## src/rtl/rssc_pkg.sv

```systemverilog
// Shared types and constants of the rotation synced slice scanner.
package rssc_pkg;

  localparam int MAX_SLICES_DEF = 64;
  localparam int LED_COUNT_DEF  = 32;
  localparam int TIME_BITS_DEF  = 32;

  localparam logic [6:0] SLICES_RESET = 7'd20;

  localparam int CMD_DEPTH = 2;
  localparam int OQ_DEPTH  = 4;
  localparam int OQ_CNT_W  = $clog2(OQ_DEPTH + 1);

  localparam logic [1:0] KIND_TICK  = 2'd0;
  localparam logic [1:0] KIND_EDGE  = 2'd1;
  localparam logic [1:0] KIND_WRITE = 2'd2;

  typedef enum logic [1:0] {
    OP_TICK,
    OP_EDGE,
    OP_WRITE
  } op_e;

  typedef enum logic [2:0] {
    ST_CLEAR,
    ST_IDLE,
    ST_EVAL,
    ST_DIV,
    ST_CHECK,
    ST_RUN
  } state_e;

  typedef struct packed {
    op_e         op;
    logic [5:0]  slice;
    logic [4:0]  led;
    logic [23:0] color;
  } cmd_t;

  typedef struct packed {
    logic [4:0]  led_index;
    logic [23:0] pixel_color;
    logic [5:0]  shown_slice;
    logic        is_blank;
    logic        run_last;
  } res_t;

endpackage

```

## src/rtl/rssc_fifo.sv

```systemverilog
// Small flip-flop queue with occupancy count.
module rssc_fifo #(
  parameter int WIDTH = 8,
  parameter int DEPTH = 4,
  localparam int PTR_W = (DEPTH > 1) ? $clog2(DEPTH) : 1,
  localparam int CNT_W = $clog2(DEPTH + 1)
) (
  input  logic             clk_i,
  input  logic             rst_ni,
  input  logic             push_i,
  input  logic [WIDTH-1:0] wdata_i,
  output logic             full_o,
  input  logic             pop_i,
  output logic [WIDTH-1:0] rdata_o,
  output logic             empty_o,
  output logic [CNT_W-1:0] count_o
);

  logic [WIDTH-1:0] mem_q [DEPTH];
  logic [PTR_W-1:0] wr_q, wr_d, rd_q, rd_d;
  logic [CNT_W-1:0] cnt_q, cnt_d;
  logic             do_push, do_pop;

  assign full_o  = (cnt_q == CNT_W'(DEPTH));
  assign empty_o = (cnt_q == '0);
  assign count_o = cnt_q;
  assign rdata_o = mem_q[rd_q];
  assign do_push = push_i && !full_o;
  assign do_pop  = pop_i && !empty_o;

  always_comb begin
    wr_d  = wr_q;
    rd_d  = rd_q;
    cnt_d = cnt_q;
    if (do_push) begin
      wr_d = (wr_q == PTR_W'(DEPTH - 1)) ? '0 : wr_q + 1'b1;
    end
    if (do_pop) begin
      rd_d = (rd_q == PTR_W'(DEPTH - 1)) ? '0 : rd_q + 1'b1;
    end
    if (do_push && !do_pop) begin
      cnt_d = cnt_q + 1'b1;
    end else if (!do_push && do_pop) begin
      cnt_d = cnt_q - 1'b1;
    end
  end

  always_ff @(posedge clk_i or negedge rst_ni) begin
    if (!rst_ni) begin
      wr_q  <= '0;
      rd_q  <= '0;
      cnt_q <= '0;
    end else begin
      wr_q  <= wr_d;
      rd_q  <= rd_d;
      cnt_q <= cnt_d;
    end
  end

  always_ff @(posedge clk_i) begin
    if (do_push) begin
      mem_q[wr_q] <= wdata_i;
    end
  end

endmodule

```

## src/rtl/rssc_front.sv

```systemverilog
// Front end: takes input requests, sorts them into commands and queues them.
module rssc_front import rssc_pkg::*; #(
  parameter int MAX_SLICES = MAX_SLICES_DEF,
  parameter int LED_COUNT  = LED_COUNT_DEF
) (
  input  logic        clk_i,
  input  logic        rst_ni,
  input  logic        push,
  output logic        full,
  input  logic [1:0]  kind_i,
  input  logic [5:0]  write_slice_i,
  input  logic [4:0]  write_led_i,
  input  logic [23:0] write_color_i,
  input  logic        clearing_i,
  output logic        cmd_valid_o,
  output cmd_t        cmd_o,
  input  logic        cmd_pop_i
);

  cmd_t cmd_in;
  logic keep, q_full, q_empty;

  // Unused kind and out-of-range writes are taken and dropped.
  always_comb begin
    cmd_in.slice = write_slice_i;
    cmd_in.led   = write_led_i;
    cmd_in.color = write_color_i;
    cmd_in.op    = OP_TICK;
    keep         = 1'b0;
    case (kind_i)
      KIND_TICK: begin
        cmd_in.op = OP_TICK;
        keep      = 1'b1;
      end
      KIND_EDGE: begin
        cmd_in.op = OP_EDGE;
        keep      = 1'b1;
      end
      KIND_WRITE: begin
        cmd_in.op = OP_WRITE;
        keep      = (int'(write_slice_i) < MAX_SLICES) && (int'(write_led_i) < LED_COUNT);
      end
      default: begin
        keep = 1'b0;
      end
    endcase
  end

  assign full        = q_full || clearing_i;
  assign cmd_valid_o = !q_empty;

  rssc_fifo #(
    .WIDTH($bits(cmd_t)),
    .DEPTH(CMD_DEPTH)
  ) u_cmd_q (
    .clk_i  (clk_i),
    .rst_ni (rst_ni),
    .push_i (push && !full && keep),
    .wdata_i(cmd_in),
    .full_o (q_full),
    .pop_i  (cmd_pop_i),
    .rdata_o(cmd_o),
    .empty_o(q_empty),
    .count_o()
  );

endmodule

```

## config.mk

```make
export PLATFORM = sky130hd
export DESIGN_NAME = rssc_front
export DESIGN_NICKNAME = d
export VERILOG_FILES = /design/src/rtl/rssc_pkg.sv /design/src/rtl/rssc_fifo.sv /design/src/rtl/rssc_front.sv
export SDC_FILE = /design/constraint.sdc
export NUM_CORES = 1
export LEC_CHECK = 0
export BUFFER_PORTS_ARGS = -buffer_cell sky130_fd_sc_hd__buf_2
export CELL_PAD_IN_SITES_DETAIL_PLACEMENT = 1
export CELL_PAD_IN_SITES_GLOBAL_PLACEMENT = 1
export CORE_ASPECT_RATIO = 2
export CORE_MARGIN = 4
export CORE_UTILIZATION = 47
export DETAILED_ROUTE_END_ITERATION = 12
export PLACE_DENSITY_LB_ADDON = 0.1
export SKIP_CTS_REPAIR_TIMING = 1
export SYNTH_ARGS = -nofsm -noshare
export SYNTH_HDL_FRONTEND = slang
export SYNTH_SLANG_ARGS = --single-unit
```

## constraint.sdc

```tcl
create_clock -name clk_i -period 6.15 [get_ports clk_i]
set_clock_uncertainty 0.2 [all_clocks]
set_input_delay 1.23 -clock clk_i [delete_from_list [all_inputs] [get_ports clk_i]]
set_output_delay 1.23 -clock clk_i [all_outputs]
set_load 0.02 [all_outputs]
```

==> results_dict.tcl <==
set metrics [dict create \
    die_area_um2 7770 \
    firstDrtPassIters 4 \
    finalHoldViolations 0 \
    clockBufferDepth 2 \
    cts.sinks 78 \
    ys_types 21 \
    end_kind "output port" \
    synth-compound-area-share_pct 1.26 \
    hold_ws_ps 341 \
    setup_ws_ps 2760 \
    synthCells 136 \
    post-route-min-period_ps 3390 \
    cts_tree "built" \
    critPathMaxFanout 38 \
    crit_family "flip-flops" \
    seq_area_frac_synth_pct 77.8 \
    worstPathRequired_ps 4720 \
    slew_viol_final 0 \
    antenna_found_initial 0 \
    wl_met2_mm 3.13 \
    power_leakage_nw 1.46 \
    synth.cell_area_um2 2990 \
    syn2layout_area_growth_pct 24.6 \
    met1Wirelength_mm 1.86 \
    synth_warnings 0 \
    setup-tns-final_ps 0 \
    synth_nets 179 \
    globalRouteTotalUtil_pct 15.4 \
    utilization_pct 60.9 \
    initial_utilization_pct 48.9 \
    gr-total-overflow 0 \
    ys_seq_elements 78 \
    synth_fa_ha_area_share_pct 0.419 \
    io_buffers 80 \
    postRouteAntennaNets 0 \
    crit_chain "mux2_1 -> buf_2" \
    cts_root_buffer "clkbuf_16" \
    cpMaxStageDelayCell "dfrtp_2" \
    gp_congestion 0.677 \
    power.density_nw_per_um2 432 \
    fmax_ghz 0.295 \
    grt_first_pass_wirelength_mm 8.60 \
    drc 0 \
    synth.avg_cell_area_um2 22.0 \
    cap_viol_max_count 0 \
    rsz0062_at_grt "false" \
    ios 81 \
    dp_hpwl_mm 3.85 \
    grt_pass1_vias 1725 \
    vias 1530 \
    htree_levels 3 \
    peakVddDrop_v 0.000326 \
    muxShareOfSynthArea_pct 16.5 \
    synthSimpleGateAreaFrac_pct 1.30 \
    drt_iter0_markers 43 \
    slowest_delay_ps 1050 \
    status "complete, no violations" \
    antennaDiodeCount 0 \
    avgViaCountPerCell 4.90 \
    worstMarginPinSlew_ps 1060 \
    path_buf_inv 1 \
    crit_path_start_kind "flop" \
    arrival_ps 1960 \
    die_w_um 64.4 \
    coreArea_um2 6110 \
    fin_nets 267 \
    dp_slack_ps 2940 \
    hold_class "flop to flop" \
    drive_above_1_share_pct 50.4 \
    finalSetupViolations 0 \
    slew_headroom_pct 29.5 \
    path_clk_slew_ps 50 \
    wl_per_cell_um 17.5 \
    grt_max_degree 39 \
    numCtsBuffers 9 \
    synth_xor_area_share_pct 1.47 \
    dr_wl_met3_um 336 \
    synth_top_family_by_area "multiplexers" \
    totalWireLength_mm 5.47 \
    rows 40 \
    critical_path_class "flop to output port" \
    clk_latency_ps 320 \
    total_power_mw 1.60 \
    period_share_pct 55.1 \
    dieHeight_um 121 \
    routed.top_layer "met4" \
]
-- stage by stage --
stage,instances,instance area (µm²)
2_1_floorplan,136,2990
3_3_place_gp,297,3470
3_5_place_dp,297,3470
4_1_cts,312,3720
5_1_grt,312,3720
6_report,312,3720
-- cell families after synthesis --
| family | Yosys count |
|---|---|
| AO/OA/AOI/OAI | 3 |
| XOR/XNOR | 5 |
| AND/OR/NAND/NOR | 7 |
| multiplexers | 37 |
| buffers and inverters | 5 |
| adder cells (fa/ha/maj) | 1 |
| flip-flops | 78 |
-- final timing paths --
path	from	end	slack [ps]	cells after the start
hold reg to reg	u_cmd_q.wr_q	u_cmd_q.wr_q	340	1
setup / recovery	u_cmd_q.rd_q	cmd_o[20]	2760	2
hold / removal	u_cmd_q.wr_q	u_cmd_q.wr_q	340	1
setup reg to reg	u_cmd_q.count_o[0]	u_cmd_q.mem_q[1][17]	3990	3
max in group asynchronous	rst_ni	u_cmd_q.rd_q	5100	1
min in group asynchronous	rst_ni	u_cmd_q.count_o[0]	510	1
-- cells in the final DEF (no fill, tap or decap) --
cell type and count:
clkbuf_1 2, nand2_1 1, a21o_1 1, xnor2_1 2, nor3_2 1, mux2_4 20, a211oi_4 1, clkbuf_16 9
ha_1 1, mux2_1 17, buf_2 80, or2_1 1, dfrtp_1 3, and2b_1 1, buf_4 1, a21bo_1 1
and2_2 1, edfxtp_1 74, dfrtp_2 1, clkinv_1 4, nor2_1 1, xor2_1 3, nor2b_1 1, inv_2 1
-- synth_stat cells --
| master | number | area [µm²] |
|---|---|---|
| mux2_4 | 20 | 300 |
| ha_1 | 1 | 12.5 |
| and2_1 | 1 | 6.26 |
| buf_6 | 2 | 22.5 |
| mux2_1 | 17 | 191 |
| inv_2 | 1 | 3.75 |
| buf_2 | 1 | 5.00 |
| or2_1 | 1 | 6.26 |
| xnor2_1 | 2 | 17.5 |
| a21bo_1 | 1 | 10.0 |
| nor2b_1 | 1 | 6.26 |
| a211oi_4 | 1 | 20.0 |
| a21o_1 | 1 | 7.51 |
| nor2_1 | 1 | 3.75 |
| nor3_1 | 1 | 5.00 |
| dfrtp_1 | 4 | 100 |
| xor2_1 | 3 | 26.3 |
| buf_4 | 1 | 7.51 |
| and2b_1 | 1 | 7.51 |
| nand2_1 | 1 | 3.75 |
| edfxtp_1 | 74 | 2220 |
-- worst register-to-register path, cell delays in order (launching register included) --
cell and delay [ps]:
dfrtp_1 440, inv_2 80, a211oi_4 260, and2_2 780
-- state kept, by name, summed over array words and instances (netlist names) --
| name | count |
|---|---|
| u_cmd_q.count_o | 2 |
| u_cmd_q.rd_q | 1 |
| u_cmd_q.mem_q | 74 |
| u_cmd_q.wr_q | 1 |
-- power breakdown --
group / total (mW) / internal (mW) / switching [mW]
combinational: 0.426 / 0.207 / 0.219
clock: 0.442 / 0.265 / 0.177
sequential: 0.737 / 0.651 / 0.0861
total: 1.60 / 1.12 / 0.482
-- metal layers --
layer | track usage (%) | vias to the layer above
li1 | - | 704
met4 | 9.27 | 0
met3 | 5.20 | 10
met1 | 14.9 | 762
met2 | 27.5 | 54
met5 | 0 | -
-- layout make-up --
cell class	count	area, µm²
Sequential cell	78	2320
Fill cell	595	2390
Inverter	1	3.75
Clock buffer	11	233
Clock inverter	4	15.0
Tap cell	84	105
Multi-Input combinational cell	53	631
Timing Repair Buffer	81	408
Power figures use the tool's default switching activity.
