### config.mk
export PLATFORM = sky130hd
export DESIGN_NAME = rssc_fifo
export DESIGN_NICKNAME = d
export VERILOG_FILES = /design/src/rtl/rssc_fifo.sv
export SDC_FILE = /design/constraint.sdc
export NUM_CORES = 1
export LEC_CHECK = 0
export ABC_AREA = 1
export BUFFER_PORTS_ARGS = -buffer_cell sky130_fd_sc_hd__clkbuf_2
export CAP_MARGIN = 5
export CORE_MARGIN = 2
export CORE_UTILIZATION = 55
export DETAILED_ROUTE_END_ITERATION = 7
export GPL_ROUTABILITY_DRIVEN = 0
export HOLD_SLACK_MARGIN = 0.12
export PLACE_DENSITY = 0.75
export SYNTH_ARGS = -nofsm -noshare
export SYNTH_HDL_FRONTEND = slang
export SYNTH_SLANG_ARGS = --single-unit
### constraint.sdc
create_clock -name clk_i -period 3.15 [get_ports clk_i]
set_input_delay 0.315 -clock clk_i [delete_from_list [all_inputs] [get_ports clk_i]]
set_output_delay 0.315 -clock clk_i [all_outputs]
set_load 0.1 [all_outputs]
### src/rtl/rssc_fifo.sv
// Small flip-flop queue with occupancy count.
module rssc_fifo #(
  parameter int WIDTH = 8,
  parameter int DEPTH = 4,
  localparam int PTR_W = (DEPTH > 1) ? $clog2(DEPTH) : 1,
  localparam int CNT_W = $clog2(DEPTH + 1)
) (
  input  logic             clk_i,
  input  logic             rst_ni,
  input  logic             push_i,
  input  logic [WIDTH-1:0] wdata_i,
  output logic             full_o,
  input  logic             pop_i,
  output logic [WIDTH-1:0] rdata_o,
  output logic             empty_o,
  output logic [CNT_W-1:0] count_o
);

  logic [WIDTH-1:0] mem_q [DEPTH];
  logic [PTR_W-1:0] wr_q, wr_d, rd_q, rd_d;
  logic [CNT_W-1:0] cnt_q, cnt_d;
  logic             do_push, do_pop;

  assign full_o  = (cnt_q == CNT_W'(DEPTH));
  assign empty_o = (cnt_q == '0);
  assign count_o = cnt_q;
  assign rdata_o = mem_q[rd_q];
  assign do_push = push_i && !full_o;
  assign do_pop  = pop_i && !empty_o;

  always_comb begin
    wr_d  = wr_q;
    rd_d  = rd_q;
    cnt_d = cnt_q;
    if (do_push) begin
      wr_d = (wr_q == PTR_W'(DEPTH - 1)) ? '0 : wr_q + 1'b1;
    end
    if (do_pop) begin
      rd_d = (rd_q == PTR_W'(DEPTH - 1)) ? '0 : rd_q + 1'b1;
    end
    if (do_push && !do_pop) begin
      cnt_d = cnt_q + 1'b1;
    end else if (!do_push && do_pop) begin
      cnt_d = cnt_q - 1'b1;
    end
  end

  always_ff @(posedge clk_i or negedge rst_ni) begin
    if (!rst_ni) begin
      wr_q  <= '0;
      rd_q  <= '0;
      cnt_q <= '0;
    end else begin
      wr_q  <= wr_d;
      rd_q  <= rd_d;
      cnt_q <= cnt_d;
    end
  end

  always_ff @(posedge clk_i) begin
    if (do_push) begin
      mem_q[wr_q] <= wdata_i;
    end
  end

endmodule

==> results of run 1 <==
==> worst reg2reg max path: cells and delay by family (launching register included) <==
family / cells / cell delay, ns
and+or+nand+nor: 6 / 0.59
adders and majority gates: 2 / 0.56
DFF: 1 / 0.47
buffers and inverters: 3 / 0.21
==> cell type report <==
cell class / count / area, um2 / area share, %
clock inverters: 2 / 7.51 / 0.386
flip-flops and latches: 39 / 1140 / 58.4
well taps: 44 / 55.1 / 2.83
multi-input cells: 78 / 447 / 23.0
clock buffers: 6 / 41.3 / 2.12
inverters: 32 / 120 / 6.18
repair buffers: 26 / 138 / 7.08
==> through the flow <==
step           cells  cell area (um2)  utilization [%]  hold slack (ns)
6_report         227             1940             63.7            0.184
5_1_grt          227             1940             63.7            0.174
4_1_cts          227             1940             63.7            0.179
3_5_place_dp     218             1890             61.8            0.167
3_3_place_gp     218             1890             61.8            0.163
2_1_floorplan    154             1760                -           0.0194
==> Yosys cell counts <==
library cell	n	area share (%)
nand2_1	38	8.1
fa_1	1	1.1
nand2_2	1	0.36
edfxtp_1	32	55
o21ai_0	1	0.28
o211ai_1	15	6.4
o211ai_2	1	0.71
nor2_1	6	1.3
nand4_1	1	0.36
buf_6	5	3.2
inv_2	1	0.21
xnor2_1	1	0.50
nand3_1	7	2.0
inv_1	31	6.6
ha_1	6	4.3
dfrtp_1	7	10
==> repair_timing <==
action                    4_1_cts  5_1_grt
hold endpoints to repair        7        0
buffers inserted                0        0
hold buffers                    1        0
==> path summary, 6_finish.rpt <==
kind | startpoint | endpoint | cells after the start
setup / recovery | rd_q[0]$_DFFE_PN0P_ | rdata_o[2] | 3
hold / removal | wdata_i[2] | mem_q[1][2]$_DFFE_PP_ | 1
setup reg to reg | count_o[0]$_DFFE_PN0P_ | count_o[2]$_DFFE_PN0P_ | 11
hold reg to reg | count_o[2]$_DFFE_PN0P_ | count_o[2]$_DFFE_PN0P_ | 2
max in group asynchronous | rst_ni | rd_q[0]$_DFFE_PN0P_ | 2
min in group asynchronous | rst_ni | count_o[0]$_DFFE_PN0P_ | 2
==> layer usage <==
metal	track usage (%)	part of all wire (%)	up-vias
met4	9.63	1.9	0
met5	0	0	-
met3	4.48	4.6	7
met1	20.8	42	524
li1	-	-	561
met2	31.5	52	24
==> state kept, by name, summed over array words and instances (netlist names) <==
| register | cells |
|---|---|
| count_o | 3 |
| mem_q | 32 |
| rd_q | 2 |
| wr_q | 2 |
==> cell families after synthesis <==
group           Yosys count  share of synthesized area (%)
simple gates             53                           12.1
xor+xnor                  1                          0.498
buf+inv                  37                           10.0
fa+ha+maj                 7                           5.41
flops                    39                           64.6
compound gates           17                           7.40
==> flow_summary.json, run 1 <==
{
  "nets": 201,
  "area_growth_pct": 10.5,
  "num_vias": 1116,
  "layout_common_cells": "nand2_1, edfxtp_1, inv_1, clkbuf_2, o211ai_1",
  "timing.fmax_ghz": 0.417,
  "clkLatencyLatePin_ns": 0.34,
  "ios": 25,
  "synth.distinct_cells": 16,
  "syn_area_per_cell_um2": 11.4,
  "clock_skew_ns": 0.00302,
  "cts_made_buffers": 5,
  "drv_slew": 0,
  "drive_gt1_share_pct": 18.0,
  "gr-total-overflow": 0,
  "fp.dieArea_um2": 3670,
  "required_ns": 2.83,
  "cp_slowest_stage_delay_ns": 0.97,
  "max_cap_violations": 0,
  "ys_seq_area_share_pct": 64.6,
  "num_rows": 20,
  "ys_ff_latch": 39,
  "htree_levels": 2,
  "relSlewSlack_pct": 37.6,
  "first_pass_iters": 4,
  "min_period_over_period_pct": 76.1,
  "vias_per_cell": 4.92,
  "grt_pass1_vias": 1083,
  "syn_area_um2": 1760,
  "clkTransAtPathRegs_ns": 0.10,
  "cp_cell_sequence": "o211ai_1 -> nand2_1 -> clkbuf_2",
  "diodes": 0,
  "critPathBufInv": 1,
  "worstSetupPathType": "register to output port",
  "fill_cells": 275,
  "setup_violations": 0,
  "rsz0062_at_grt": "false",
  "status": "complete, no violations",
  "die_x_um": 60.6,
  "worst_slew_pin_slew_ns": 0.935,
  "cts_tree": "yes",
  "cts_resized": 0,
  "die_h_um": 60.6,
  "port_buffers": 24,
  "hold_viol_final": 0,
  "timing.final.ws_setup_ns": 0.752,
  "wire_per_inst_um": 13.0,
  "ant_nets": 0,
  "crit_path_end_kind": "output port",
  "grt_pass1_wl_um": 4610,
  "fp.coreArea_um2": 3050,
  "final.setup.tns_ns": 0,
  "arrival_ns": 2.08,
  "layout_commonest_cell": "nand2_1",
  "cts_max_path_buffers": 2,
  "antenna_found_initial": 0,
  "finalCriticalPeriod_ns": 2.40,
  "cts_root_buf": "clkbuf_4",
  "critical_path.max_fanout": 33,
  "wl_um": 2940,
  "rrSetupSlack_ns": 1.21,
  "drt_iter0_drc": 36,
  "place_ws_ns": 1.09,
  "synth_nets": 173,
  "synth_cells": 154,
  "detailed_place_hpwl_um": 2090,
  "drc": 0,
  "worstSetupStartpointType": "register",
  "hold_path.class": "input port to register",
  "clkSinkCount": 39,
  "start_util_pct": 57.6,
  "track_usage_pct": 18.2,
  "ys_warn_count": 0,
  "cp_slowest_cell": "dfrtp_1",
  "cp_top_family": "flip-flops",
  "grt_max_degree": 34
}
Power of run 1 is left out: the tool's default activity adds up to more than one toggle a clock period on the data nets, which glitch-free logic cannot reach.
==> run 2: changes to the inputs <==
Settings changed: CORE_UTILIZATION 55 to 50, PLACE_DENSITY 0.75 to 0.72.
Clock period 3.15 ns to 2 ns, I/O delays scaled along.
==> run 2 against run 1 <==
Final cell count rose by 8.4%; largest cell class unchanged; die area is 9.3% higher; via count rose by 4.7%; highest routed layer unchanged; first-iteration DRC count is 72% higher.
==> flow_summary.json, run 2 (same netlist as run 1, synthesis figures left out) <==
{
  "cp_slowest_cell": "dfrtp_4",
  "grt_max_degree": 36,
  "antenna_found_initial": 0,
  "drt_iter0_drc": 62,
  "worstSetupPathType": "register to register",
  "worstSetupStartpointType": "register",
  "place_ws_ns": 0.0533,
  "detailed_place_hpwl_um": 2170,
  "nets": 218,
  "crit_path_end_kind": "register",
  "arrival_ns": 2.15,
  "die_x_um": 63.3,
  "grt_pass1_vias": 1151,
  "clkTransAtPathRegs_ns": 0.11,
  "clkLatencyLatePin_ns": 0.34,
  "fill_cells": 282,
  "ant_nets": 0,
  "required_ns": 2.21,
  "cp_slowest_stage_delay_ns": 0.50,
  "num_vias": 1169,
  "status": "complete, no violations",
  "regMostFlops": "mem_q",
  "cts_root_buf": "clkbuf_4",
  "max_cap_violations": 0,
  "critPathBufInv": 3,
  "die_h_um": 63.3,
  "worst_slew_pin_slew_ns": 0.545,
  "relSlewSlack_pct": 63.8,
  "htree_levels": 2,
  "timing.fmax_ghz": 0.515,
  "rsz0062_at_grt": "true",
  "crit_top_cell": "inv_1",
  "num_rows": 21,
  "diodes": 0,
  "wire_per_inst_um": 12.5,
  "min_period_over_period_pct": 97.2,
  "clock_skew_ns": 0.00366,
  "hold_path.class": "input port to asynchronous set/reset pin",
  "start_util_pct": 52.3,
  "gr-total-overflow": 0,
  "cts_made_buffers": 5,
  "area_growth_pct": 27.6,
  "wl_um": 3080,
  "seq_area_um2": 1150,
  "track_usage_pct": 17.3,
  "fp.dieArea_um2": 4010,
  "holdWs_ns": 0.228,
  "critical_path.max_fanout": 4,
  "hold_viol_final": 0,
  "port_buffers": 24,
  "largest_reg_flops": 32,
  "finalCriticalPeriod_ns": 1.94,
  "first_pass_iters": 4,
  "clkSinkCount": 39,
  "drive_gt1_share_pct": 23.5,
  "cp_cell_sequence": "inv_1 -> nand3_2 -> nand2_2 -> inv_1 -> ha_1 -> inv_1 -> fa_1 -> nand2_1 -> o21ai_0",
  "layout_common_cells": "nand2_1, edfxtp_1, inv_1, clkbuf_2, o211ai_1",
  "timing.final.ws_setup_ns": 0.0568,
  "multi_input_area_um2": 459,
  "cts_tree": "yes",
  "drc": 0,
  "drv_slew": 0,
  "grt_pass1_wl_um": 5150,
  "layout_commonest_cell": "nand2_1",
  "fp.coreArea_um2": 3360,
  "vias_per_cell": 4.75,
  "ios": 25,
  "cts_max_path_buffers": 2,
  "setup_violations": 0,
  "cp_top_family": "adder cells"
}
==> run 2: area by class of cell <==
cell class | count | share of cell area (%)
inverter | 32 | 5.35
clock inverter | 1 | 0.223
clock buffer | 7 | 2.01
sequential | 39 | 51.1
tap | 46 | 2.56
timing repair buffer | 43 | 18.3
multi-input combinational | 78 | 20.5
==> run 2: path summary, 6_finish.rpt <==
path	startpoint	to	slack (ns)	depth (start not counted)
max in group asynchronous	rst_ni	count_o[0]$_DFFE_PN0P_	1.58	2
max reg2reg	count_o[1]$_DFFE_PN0P_	count_o[1]$_DFFE_PN0P_	0.06	9
min in group clk_i	wr_q[1]$_DFFE_PN0P_	wr_q[1]$_DFFE_PN0P_	0.56	2
min reg2reg	wr_q[1]$_DFFE_PN0P_	wr_q[1]$_DFFE_PN0P_	0.56	2
max	count_o[1]$_DFFE_PN0P_	count_o[1]$_DFFE_PN0P_	0.06	9
min	rst_ni	rd_q[1]$_DFFE_PN0P_	0.23	2
==> run 2: stage by stage <==
step	TNS [ns]	area [um2]	std cells	utilization, %
after CTS	0	2220	245	66.1
final	0	2240	246	66.7
after detailed placement	0	2060	226	61.4
after floorplan	0	1770	154	-
after global routing	-0.147	2240	246	66.7
after global placement	0	2060	226	61.4
==> run 2: what timing repair did <==
action / CTS / global route
setup buffers: 0 / 1
endpoints found under the setup margin: 0 / 2
hold buffers: 11 / 0
endpoints found under the hold margin: 42 / 0
gates resized for setup: 0 / 3
==> run 2: per-layer routing <==
| layer | share of wire [%] | vias to the layer above | GRT usage [%] |
|---|---|---|---|
| met5 | 0 | - | 0 |
| met4 | 2.1 | 0 | 6.52 |
| met3 | 3.4 | 8 | 5.00 |
| met2 | 52 | 19 | 29.5 |
| met1 | 43 | 546 | 20.7 |
| li1 | - | 596 | - |
Power of run 2 is left out for the same reason.
