### src/rtl/rssc_pkg.sv
// Shared types and constants of the rotation synced slice scanner.
package rssc_pkg;

  localparam int MAX_SLICES_DEF = 64;
  localparam int LED_COUNT_DEF  = 32;
  localparam int TIME_BITS_DEF  = 32;

  localparam logic [6:0] SLICES_RESET = 7'd20;

  localparam int CMD_DEPTH = 2;
  localparam int OQ_DEPTH  = 4;
  localparam int OQ_CNT_W  = $clog2(OQ_DEPTH + 1);

  localparam logic [1:0] KIND_TICK  = 2'd0;
  localparam logic [1:0] KIND_EDGE  = 2'd1;
  localparam logic [1:0] KIND_WRITE = 2'd2;

  typedef enum logic [1:0] {
    OP_TICK,
    OP_EDGE,
    OP_WRITE
  } op_e;

  typedef enum logic [2:0] {
    ST_CLEAR,
    ST_IDLE,
    ST_EVAL,
    ST_DIV,
    ST_CHECK,
    ST_RUN
  } state_e;

  typedef struct packed {
    op_e         op;
    logic [5:0]  slice;
    logic [4:0]  led;
    logic [23:0] color;
  } cmd_t;

  typedef struct packed {
    logic [4:0]  led_index;
    logic [23:0] pixel_color;
    logic [5:0]  shown_slice;
    logic        is_blank;
    logic        run_last;
  } res_t;

endpackage

### src/rtl/rssc_back.sv
// Back end: time keeping, serial slice division, store access and pixel runs.
module rssc_back import rssc_pkg::*; #(
  parameter int MAX_SLICES = MAX_SLICES_DEF,
  parameter int LED_COUNT  = LED_COUNT_DEF,
  parameter int TIME_BITS  = TIME_BITS_DEF,
  localparam int STORE_DEPTH = MAX_SLICES * LED_COUNT,
  localparam int ADDR_BITS   = $clog2(STORE_DEPTH)
) (
  input  logic                 clk_i,
  input  logic                 rst_ni,
  input  logic [6:0]           slices_i,
  output logic                 clearing_o,
  input  logic                 cmd_valid_i,
  input  cmd_t                 cmd_i,
  output logic                 cmd_pop_o,
  output logic                 ram_we_o,
  output logic [ADDR_BITS-1:0] ram_waddr_o,
  output logic [23:0]          ram_wdata_o,
  output logic [ADDR_BITS-1:0] ram_raddr_o,
  input  logic [23:0]          ram_rdata_i,
  input  logic [OQ_CNT_W-1:0]  oq_count_i,
  output logic                 res_valid_o,
  output res_t                 res_o
);

  localparam int MULT_BITS  = $clog2(MAX_SLICES + 1);
  localparam int SLICE_BITS = $clog2(MAX_SLICES);
  localparam int BIT_W      = $clog2(MULT_BITS);
  localparam int EFF_W      = (MULT_BITS > 7) ? MULT_BITS : 7;
  localparam int LED_W      = (LED_COUNT > 1) ? $clog2(LED_COUNT) : 1;

  state_e                state_q, state_d;
  logic [TIME_BITS-1:0]  now_q, now_d, last_q, last_d, period_q, period_d;
  logic [TIME_BITS-1:0]  num_q, num_d, rem_q, rem_d, elapsed;
  logic [TIME_BITS:0]    dbl, sum;
  logic [MULT_BITS-1:0]  quo_q, quo_d, eff_q, eff_d;
  logic [EFF_W-1:0]      cfg_ext, max_ext, eff_sat;
  logic [BIT_W-1:0]      bit_q, bit_d;
  logic                  phase_q, phase_d;
  logic                  shown_valid_q, shown_valid_d;
  logic [SLICE_BITS-1:0] shown_idx_q, shown_idx_d, run_slice_q, run_slice_d;
  logic                  run_blank_q, run_blank_d;
  logic [ADDR_BITS-1:0]  clr_q, clr_d, base_q, base_d;
  logic [LED_W-1:0]      led_q, led_d;
  logic                  issue, led_last;
  logic                  pend_q;
  logic [LED_W-1:0]      pend_led_q;
  logic [SLICE_BITS-1:0] pend_slice_q;
  logic                  pend_blank_q, pend_last_q;

  assign elapsed  = now_q - last_q;
  assign cfg_ext  = EFF_W'(slices_i);
  assign max_ext  = EFF_W'(MAX_SLICES);
  assign eff_sat  = (cfg_ext > max_ext) ? max_ext : cfg_ext;
  assign led_last = (led_q == LED_W'(LED_COUNT - 1));
  // Room in the result queue for this read and the one still in flight.
  assign issue    = (state_q == ST_RUN) &&
                    (({1'b0, oq_count_i} + (OQ_CNT_W + 1)'(pend_q)) <
                     (OQ_CNT_W + 1)'(OQ_DEPTH));

  assign clearing_o  = (state_q == ST_CLEAR);
  assign ram_raddr_o = base_q + ADDR_BITS'(led_q);

  always_comb begin
    state_d       = state_q;
    now_d         = now_q;
    last_d        = last_q;
    period_d      = period_q;
    num_d         = num_q;
    rem_d         = rem_q;
    quo_d         = quo_q;
    eff_d         = eff_q;
    bit_d         = bit_q;
    phase_d       = phase_q;
    shown_valid_d = shown_valid_q;
    shown_idx_d   = shown_idx_q;
    run_slice_d   = run_slice_q;
    run_blank_d   = run_blank_q;
    clr_d         = clr_q;
    base_d        = base_q;
    led_d         = led_q;
    cmd_pop_o     = 1'b0;
    ram_we_o      = 1'b0;
    ram_waddr_o   = ADDR_BITS'(cmd_i.slice) * ADDR_BITS'(LED_COUNT) + ADDR_BITS'(cmd_i.led);
    ram_wdata_o   = cmd_i.color;
    dbl           = {rem_q, 1'b0};
    sum           = {1'b0, rem_q} + {1'b0, num_q};
    case (state_q)
      ST_CLEAR: begin
        ram_we_o    = 1'b1;
        ram_waddr_o = clr_q;
        ram_wdata_o = '0;
        clr_d       = clr_q + 1'b1;
        if (clr_q == ADDR_BITS'(STORE_DEPTH - 1)) begin
          state_d = ST_IDLE;
        end
      end
      ST_IDLE: begin
        if (cmd_valid_i) begin
          cmd_pop_o = 1'b1;
          case (cmd_i.op)
            OP_TICK: begin
              now_d   = now_q + 1'b1;
              state_d = ST_EVAL;
            end
            OP_EDGE: begin
              period_d = now_q - last_q;
              last_d   = now_q;
              state_d  = ST_EVAL;
            end
            OP_WRITE: begin
              ram_we_o = 1'b1;
            end
            default: begin
              state_d = ST_IDLE;
            end
          endcase
        end
      end
      ST_EVAL: begin
        state_d = ST_IDLE;
        if (period_q != '0) begin
          if (elapsed >= period_q) begin
            // Rotation stopped: blank once after something was shown.
            if (shown_valid_q) begin
              shown_valid_d = 1'b0;
              run_blank_d   = 1'b1;
              run_slice_d   = '0;
              base_d        = '0;
              led_d         = '0;
              state_d       = ST_RUN;
            end
          end else if (eff_sat != '0) begin
            eff_d   = MULT_BITS'(eff_sat);
            num_d   = elapsed;
            rem_d   = '0;
            quo_d   = '0;
            bit_d   = BIT_W'(MULT_BITS - 1);
            phase_d = 1'b0;
            state_d = ST_DIV;
          end
        end
      end
      ST_DIV: begin
        // Remainder stays below the period; doubling then adding per bit.
        if (!phase_q) begin
          if (dbl >= {1'b0, period_q}) begin
            rem_d = TIME_BITS'(dbl - {1'b0, period_q});
            quo_d = {quo_q[MULT_BITS-2:0], 1'b1};
          end else begin
            rem_d = TIME_BITS'(dbl);
            quo_d = {quo_q[MULT_BITS-2:0], 1'b0};
          end
          phase_d = 1'b1;
        end else begin
          if (eff_q[bit_q]) begin
            if (sum >= {1'b0, period_q}) begin
              rem_d = TIME_BITS'(sum - {1'b0, period_q});
              quo_d = quo_q + 1'b1;
            end else begin
              rem_d = TIME_BITS'(sum);
            end
          end
          phase_d = 1'b0;
          if (bit_q == '0) begin
            state_d = ST_CHECK;
          end else begin
            bit_d = bit_q - 1'b1;
          end
        end
      end
      ST_CHECK: begin
        state_d = ST_IDLE;
        if (quo_q < eff_q) begin
          if (!(shown_valid_q && (quo_q[SLICE_BITS-1:0] == shown_idx_q))) begin
            shown_valid_d = 1'b1;
            shown_idx_d   = quo_q[SLICE_BITS-1:0];
            run_slice_d   = quo_q[SLICE_BITS-1:0];
            run_blank_d   = 1'b0;
            base_d        = ADDR_BITS'(quo_q[SLICE_BITS-1:0]) * ADDR_BITS'(LED_COUNT);
            led_d         = '0;
            state_d       = ST_RUN;
          end
        end
      end
      ST_RUN: begin
        if (issue) begin
          led_d = led_q + 1'b1;
          if (led_last) begin
            state_d = ST_IDLE;
          end
        end
      end
      default: begin
        state_d = ST_IDLE;
      end
    endcase
  end

  always_ff @(posedge clk_i or negedge rst_ni) begin
    if (!rst_ni) begin
      state_q       <= ST_CLEAR;
      now_q         <= '0;
      last_q        <= '0;
      period_q      <= '0;
      shown_valid_q <= 1'b0;
      shown_idx_q   <= '0;
      clr_q         <= '0;
      phase_q       <= 1'b0;
      bit_q         <= '0;
      led_q         <= '0;
      pend_q        <= 1'b0;
    end else begin
      state_q       <= state_d;
      now_q         <= now_d;
      last_q        <= last_d;
      period_q      <= period_d;
      shown_valid_q <= shown_valid_d;
      shown_idx_q   <= shown_idx_d;
      clr_q         <= clr_d;
      phase_q       <= phase_d;
      bit_q         <= bit_d;
      led_q         <= led_d;
      pend_q        <= issue;
    end
  end

  always_ff @(posedge clk_i) begin
    num_q       <= num_d;
    rem_q       <= rem_d;
    quo_q       <= quo_d;
    eff_q       <= eff_d;
    run_slice_q <= run_slice_d;
    run_blank_q <= run_blank_d;
    base_q      <= base_d;
    if (issue) begin
      pend_led_q   <= led_q;
      pend_slice_q <= run_slice_q;
      pend_blank_q <= run_blank_q;
      pend_last_q  <= led_last;
    end
  end

  // Read data lands in the cycle after issue and goes straight to the queue.
  assign res_valid_o       = pend_q;
  assign res_o.led_index   = 5'(pend_led_q);
  assign res_o.pixel_color = pend_blank_q ? 24'd0 : ram_rdata_i;
  assign res_o.shown_slice = 6'(pend_slice_q);
  assign res_o.is_blank    = pend_blank_q;
  assign res_o.run_last    = pend_last_q;

endmodule

### config.mk
export PLATFORM = sky130hd
export DESIGN_NAME = rssc_back
export DESIGN_NICKNAME = d
export VERILOG_FILES = /design/src/rtl/rssc_pkg.sv /design/src/rtl/rssc_back.sv
export SDC_FILE = /design/constraint.sdc
export NUM_CORES = 1
export LEC_CHECK = 0
export ABC_AREA = 1
export BUFFER_PORTS_ARGS = -buffer_cell sky130_fd_sc_hd__buf_4
export CORE_UTILIZATION = 55
export DETAILED_ROUTE_END_ITERATION = 7
export GPL_ROUTABILITY_DRIVEN = 0
export PLACE_DENSITY = 0.74
export SETUP_SLACK_MARGIN = 0.4
export SLEW_MARGIN = 20
export SYNTH_ARGS = -nofsm -noshare
export SYNTH_HDL_FRONTEND = slang
export SYNTH_SLANG_ARGS = --single-unit
### constraint.sdc
create_clock -name clk_i -period 6.3 [get_ports clk_i]
set_input_delay 0 -clock clk_i [delete_from_list [all_inputs] [get_ports clk_i]]
set_output_delay 0 -clock clk_i [all_outputs]
set_load 0.005 [all_outputs]
==> flow_metrics.py <==
metrics = {
    "logic_synthesis": {
        "synth_most_common_cell": "nand2_1",
        "synthDominantCellAreaShare_pct": 18.20,
        "synth_cell_types": 50,
        "synth_area_leader_cell": "nand2_1",
        "synth_enable_flop_cells": 98,
        "syn_area_um2": 20680,
        "synthCells": 3153,
        "synthTopCellsByCount": "nand2_1 (1003), inv_1 (560), nor2_1 (297), nand3_1 (173), ha_1 (172)",
        "ys.flop_type": "dfrtp_1",
        "syn-num-nets": 3403,
        "yosys_warnings": 0,
        "synth.area.top_cells": "nand2_1 (18%), dfrtp_1 (15%), edfxtp_1 (14%)",
        "synth_seq_cells": 225,
        "yosysSeqAreaShare_pct": 29.59,
        "postSynthAreaPerCell_um2": 6.560,
        "async_flop_share_pct": 56.44,
    },
    "pwr": {
        "ir_drop_v": 0.0002887,
        "finalPower_mw": 14.68,
        "leakage_nw": 12.49,
        "power.density_nw_per_um2": 629.7,
        "p_seq_share_pct": 17.1,
        "switchingPower_mw": 8.142,
        "switching_share_pct": 55.45,
        "comb_power_share_pct": 72.8,
        "p_int_mw": 6.542,
        "pwr-share-clk_pct": 10.2,
    },
    "worst_setup_path": {
        "arrival_ns": 5.42,
        "slowest_delay_ns": 0.63,
        "path_class": "reg2reg",
        "crit_buf_inv": 0,
        "crit_family": "simple AND/OR/NAND/NOR gates",
        "crit_chain": "ha_1, a21oi_1, nand2_1, nand2_1, nand2_1, a21boi_0, o21ai_0, xor2_1, ha_1, nand2_1, nor2_1, nand2_1, nor4b_1, nand2_1, nand4_1, nand3_1, nor2_1",
        "path_common_cell": "nand2_1",
        "slowest_stage": "nor2_1",
        "worst-path-max-fanout": 7,
        "cp.depth": 17,
        "reg2regPathDepth": 17,
        "worst_setup_path_end_kind": "flip-flop",
        "crit_path_start_kind": "flip-flop",
        "crit_required_ns": 6.47,
    },
    "die": {
        "die-area_um2": 38380,
        "row_count": 70,
        "core_um2": 36790,
        "io_pins": 161,
        "fp.dieW_um": 195.9,
        "start_util_pct": 56.22,
        "die_height_um": 195.9,
    },
    "clock_network": {
        "h-tree-depth": 1,
        "root_buffer": "clkbuf_16",
        "post_cts_buffers": 0,
        "cts_tree": "done",
        "clockBufferDepth": 3,
        "clkLatencyLatePin_ns": 0.55,
        "cts_buffers": 25,
        "cts_resized": 0,
        "cts_sinks": 225,
        "ctsHoldBuffers": 15,
        "cts.clk_slew.worst_paths_ns": 0.06,
    },
    "global_route": {
        "grt_usage_pct": 34.47,
        "grt_pass1_vias": 20384,
        "grt_pass1_wl_um": 104800,
        "antenna_found_initial": 0,
        "gr-total-overflow": 0,
        "grt_max_degree": 66,
    },
    "final_layout": {
        "stdcell_area_um2": 23320,
        "syn2layout_area_growth_pct": 12.74,
        "finalNetCount": 3567,
        "drive_above_1_share_pct": 7.526,
        "num-fill-cells": 3370,
        "finalCoreUtilization_pct": 63.39,
        "n_antenna_cell": 0,
        "fin_cells": 3803,
        "register_area_um2": 6121,
        "multi_input_area_um2": 12230,
    },
    "sta": {
        "fin_skew_ns": 0.01550,
        "drv_slew": 0,
        "timing.fmax_ghz": 0.1906,
        "grt_setup_unrepaired": "false",
        "finalCritPeriodShare_pct": 83.27,
        "relSlewSlack_pct": 41.08,
        "worst_slew_pin_slew_ns": 0.8771,
        "setup_viol": 0,
        "fin_tns_setup_ns": 0,
        "period_needed_ns": 5.246,
        "hold_viol": 0,
    },
    "detailed_routing": {
        "drt_iter0_drc": 1972,
        "via_count": 21142,
        "wl_um": 66470,
        "vias_per_cell": 5.559,
        "ant_nets": 0,
        "wl_per_cell_um": 17.48,
        "first_pass_iters": 7,
        "drc": 0,
    },
    "job": {
        "max-cap-violations": 0,
    },
    "placed_design": {
        "io_buffers": 160,
        "dp_hpwl_um": 52660,
        "place_area_um2": 22350,
        "dp_cells": 3743,
    },
    "status": {
        "status": "complete, no violations",
    },
    "worst_hold_path": {
        "hold_path.class": "in2async",
    },
}
placed cells by master, fill, tap and decap left out, types with 3 or more instances in the layout:
master         instances
nand2_1             1003
inv_1                560
nor2_1               295
nand3_1              173
ha_1                 172
buf_4                170
a21oi_1              152
o21ai_0              138
dfrtp_1              127
edfxtp_1              98
xor2_1                76
xnor2_1               42
nor3_1                41
nand4_1               37
clkbuf_16             26
o21bai_1              24
nand3b_1              24
nor4_1                22
o211ai_1              20
and2_1                16
dlygate4sd3_1         15
or2_2                 14
a21o_1                 8
a21boi_0               7
a31oi_1                5
nor2_2                 5
nor2_4                 5
inv_2                  4
o22ai_1                4
fa_1                   4
clkinv_2               4
clkbuf_1               4
clkbuf_8               4
nand2_2                3
inv_6                  3
state kept, by name, indices dropped and copies added (netlist names), 3 cells and up:
| register | count |
|---|---|
| base_q | 6 |
| last_q | 32 |
| pend_slice_q | 6 |
| eff_q | 7 |
| clr_q | 11 |
| pend_led_q | 5 |
| led_q | 5 |
| num_q | 32 |
| bit_q | 3 |
| quo_q | 7 |
| state_q | 3 |
| period_q | 32 |
| now_q | 32 |
| shown_idx_q | 6 |
| rem_q | 32 |
final cells by class:
type                            instances  area share (%)
Clock buffer                           34           3.091
Clock inverter                         11          0.4293
Inverter                              566           9.111
Multi-Input combinational cell       2313           52.44
Sequential cell                       225           26.25
Tap cell                              468           2.511
Timing Repair Buffer                  186           6.165
worst paths after layout:
check | slack (ns) | to | from
setup / recovery | 1.05 | base_q[5]$_SDFFCE_PN0P_ | now_q[2]$_DFFE_PN0P_
hold / removal | 0.01 | shown_idx_q[2]$_DFFE_PN0P_ | rst_ni
setup reg to reg | 1.05 | base_q[5]$_SDFFCE_PN0P_ | now_q[2]$_DFFE_PN0P_
hold reg to reg | 0.45 | pend_slice_q[0]$_DFFE_PP_ | base_q[5]$_SDFFCE_PN0P_
max in group asynchronous | 4.99 | now_q[0]$_DFFE_PN0P_ | rst_ni
min in group clk_i | 0.04 | state_q[2]$_DFFE_PN0P_ | oq_count_i[1]
per-stage QoR:
step	setup WS [ns]	hold slack [ns]
floorplan	1.303	-0.2956
global placement	1.382	0.02033
detailed placement	1.201	0.02828
CTS	1.143	0.03136
global route	0.6204	0.05983
finish	1.054	0.01145
logic make-up after synthesis:
kind of cell	Yosys count	synth area share, %
AO/OA/AOI/OAI	371	9.970
XOR/XNOR	118	4.997
adder cells (fa/ha/maj)	176	10.79
buffers and inverters	615	11.33
flip-flops	225	29.59
AND/OR/NAND/NOR	1648	33.32
routing by layer:
layer	vias up	GRT usage [%]	wire length [um]
li1	10340	-	-
met1	9657	44.03	27020
met2	932	57.51	30380
met3	213	4.642	5523
met4	0	16.81	3545
met5	-	0	0
power groups by stage:
| stage | sequential, mW | combinational (mW) | clock (mW) |
|---|---|---|---|
| 2_1_floorplan | 2.36 | 7.59 | 0 |
| 3_3_place_gp | 2.50 | 10.1 | 0 |
| 3_5_place_dp | 2.52 | 10.3 | 0 |
| 4_1_cts | 2.49 | 10.4 | 1.50 |
| 5_1_grt | 2.55 | 11.9 | 1.55 |
| 6_report | 2.51 | 10.7 | 1.49 |
worst register-to-register path, cell delays in order (launching register included):
cell and delay [ns]:
dfrtp_1 0.46, ha_1 0.38, a21oi_1 0.15, nand2_1 0.12
nand2_1 0.09, nand2_1 0.10, a21boi_0 0.46, o21ai_0 0.33
xor2_1 0.25, ha_1 0.34, nand2_1 0.06, nor2_1 0.15
nand2_1 0.09, nor4b_1 0.57, nand2_1 0.15, nand4_1 0.28
nand3_1 0.26, nor2_1 0.63
Power figures use the tool's default switching activity.
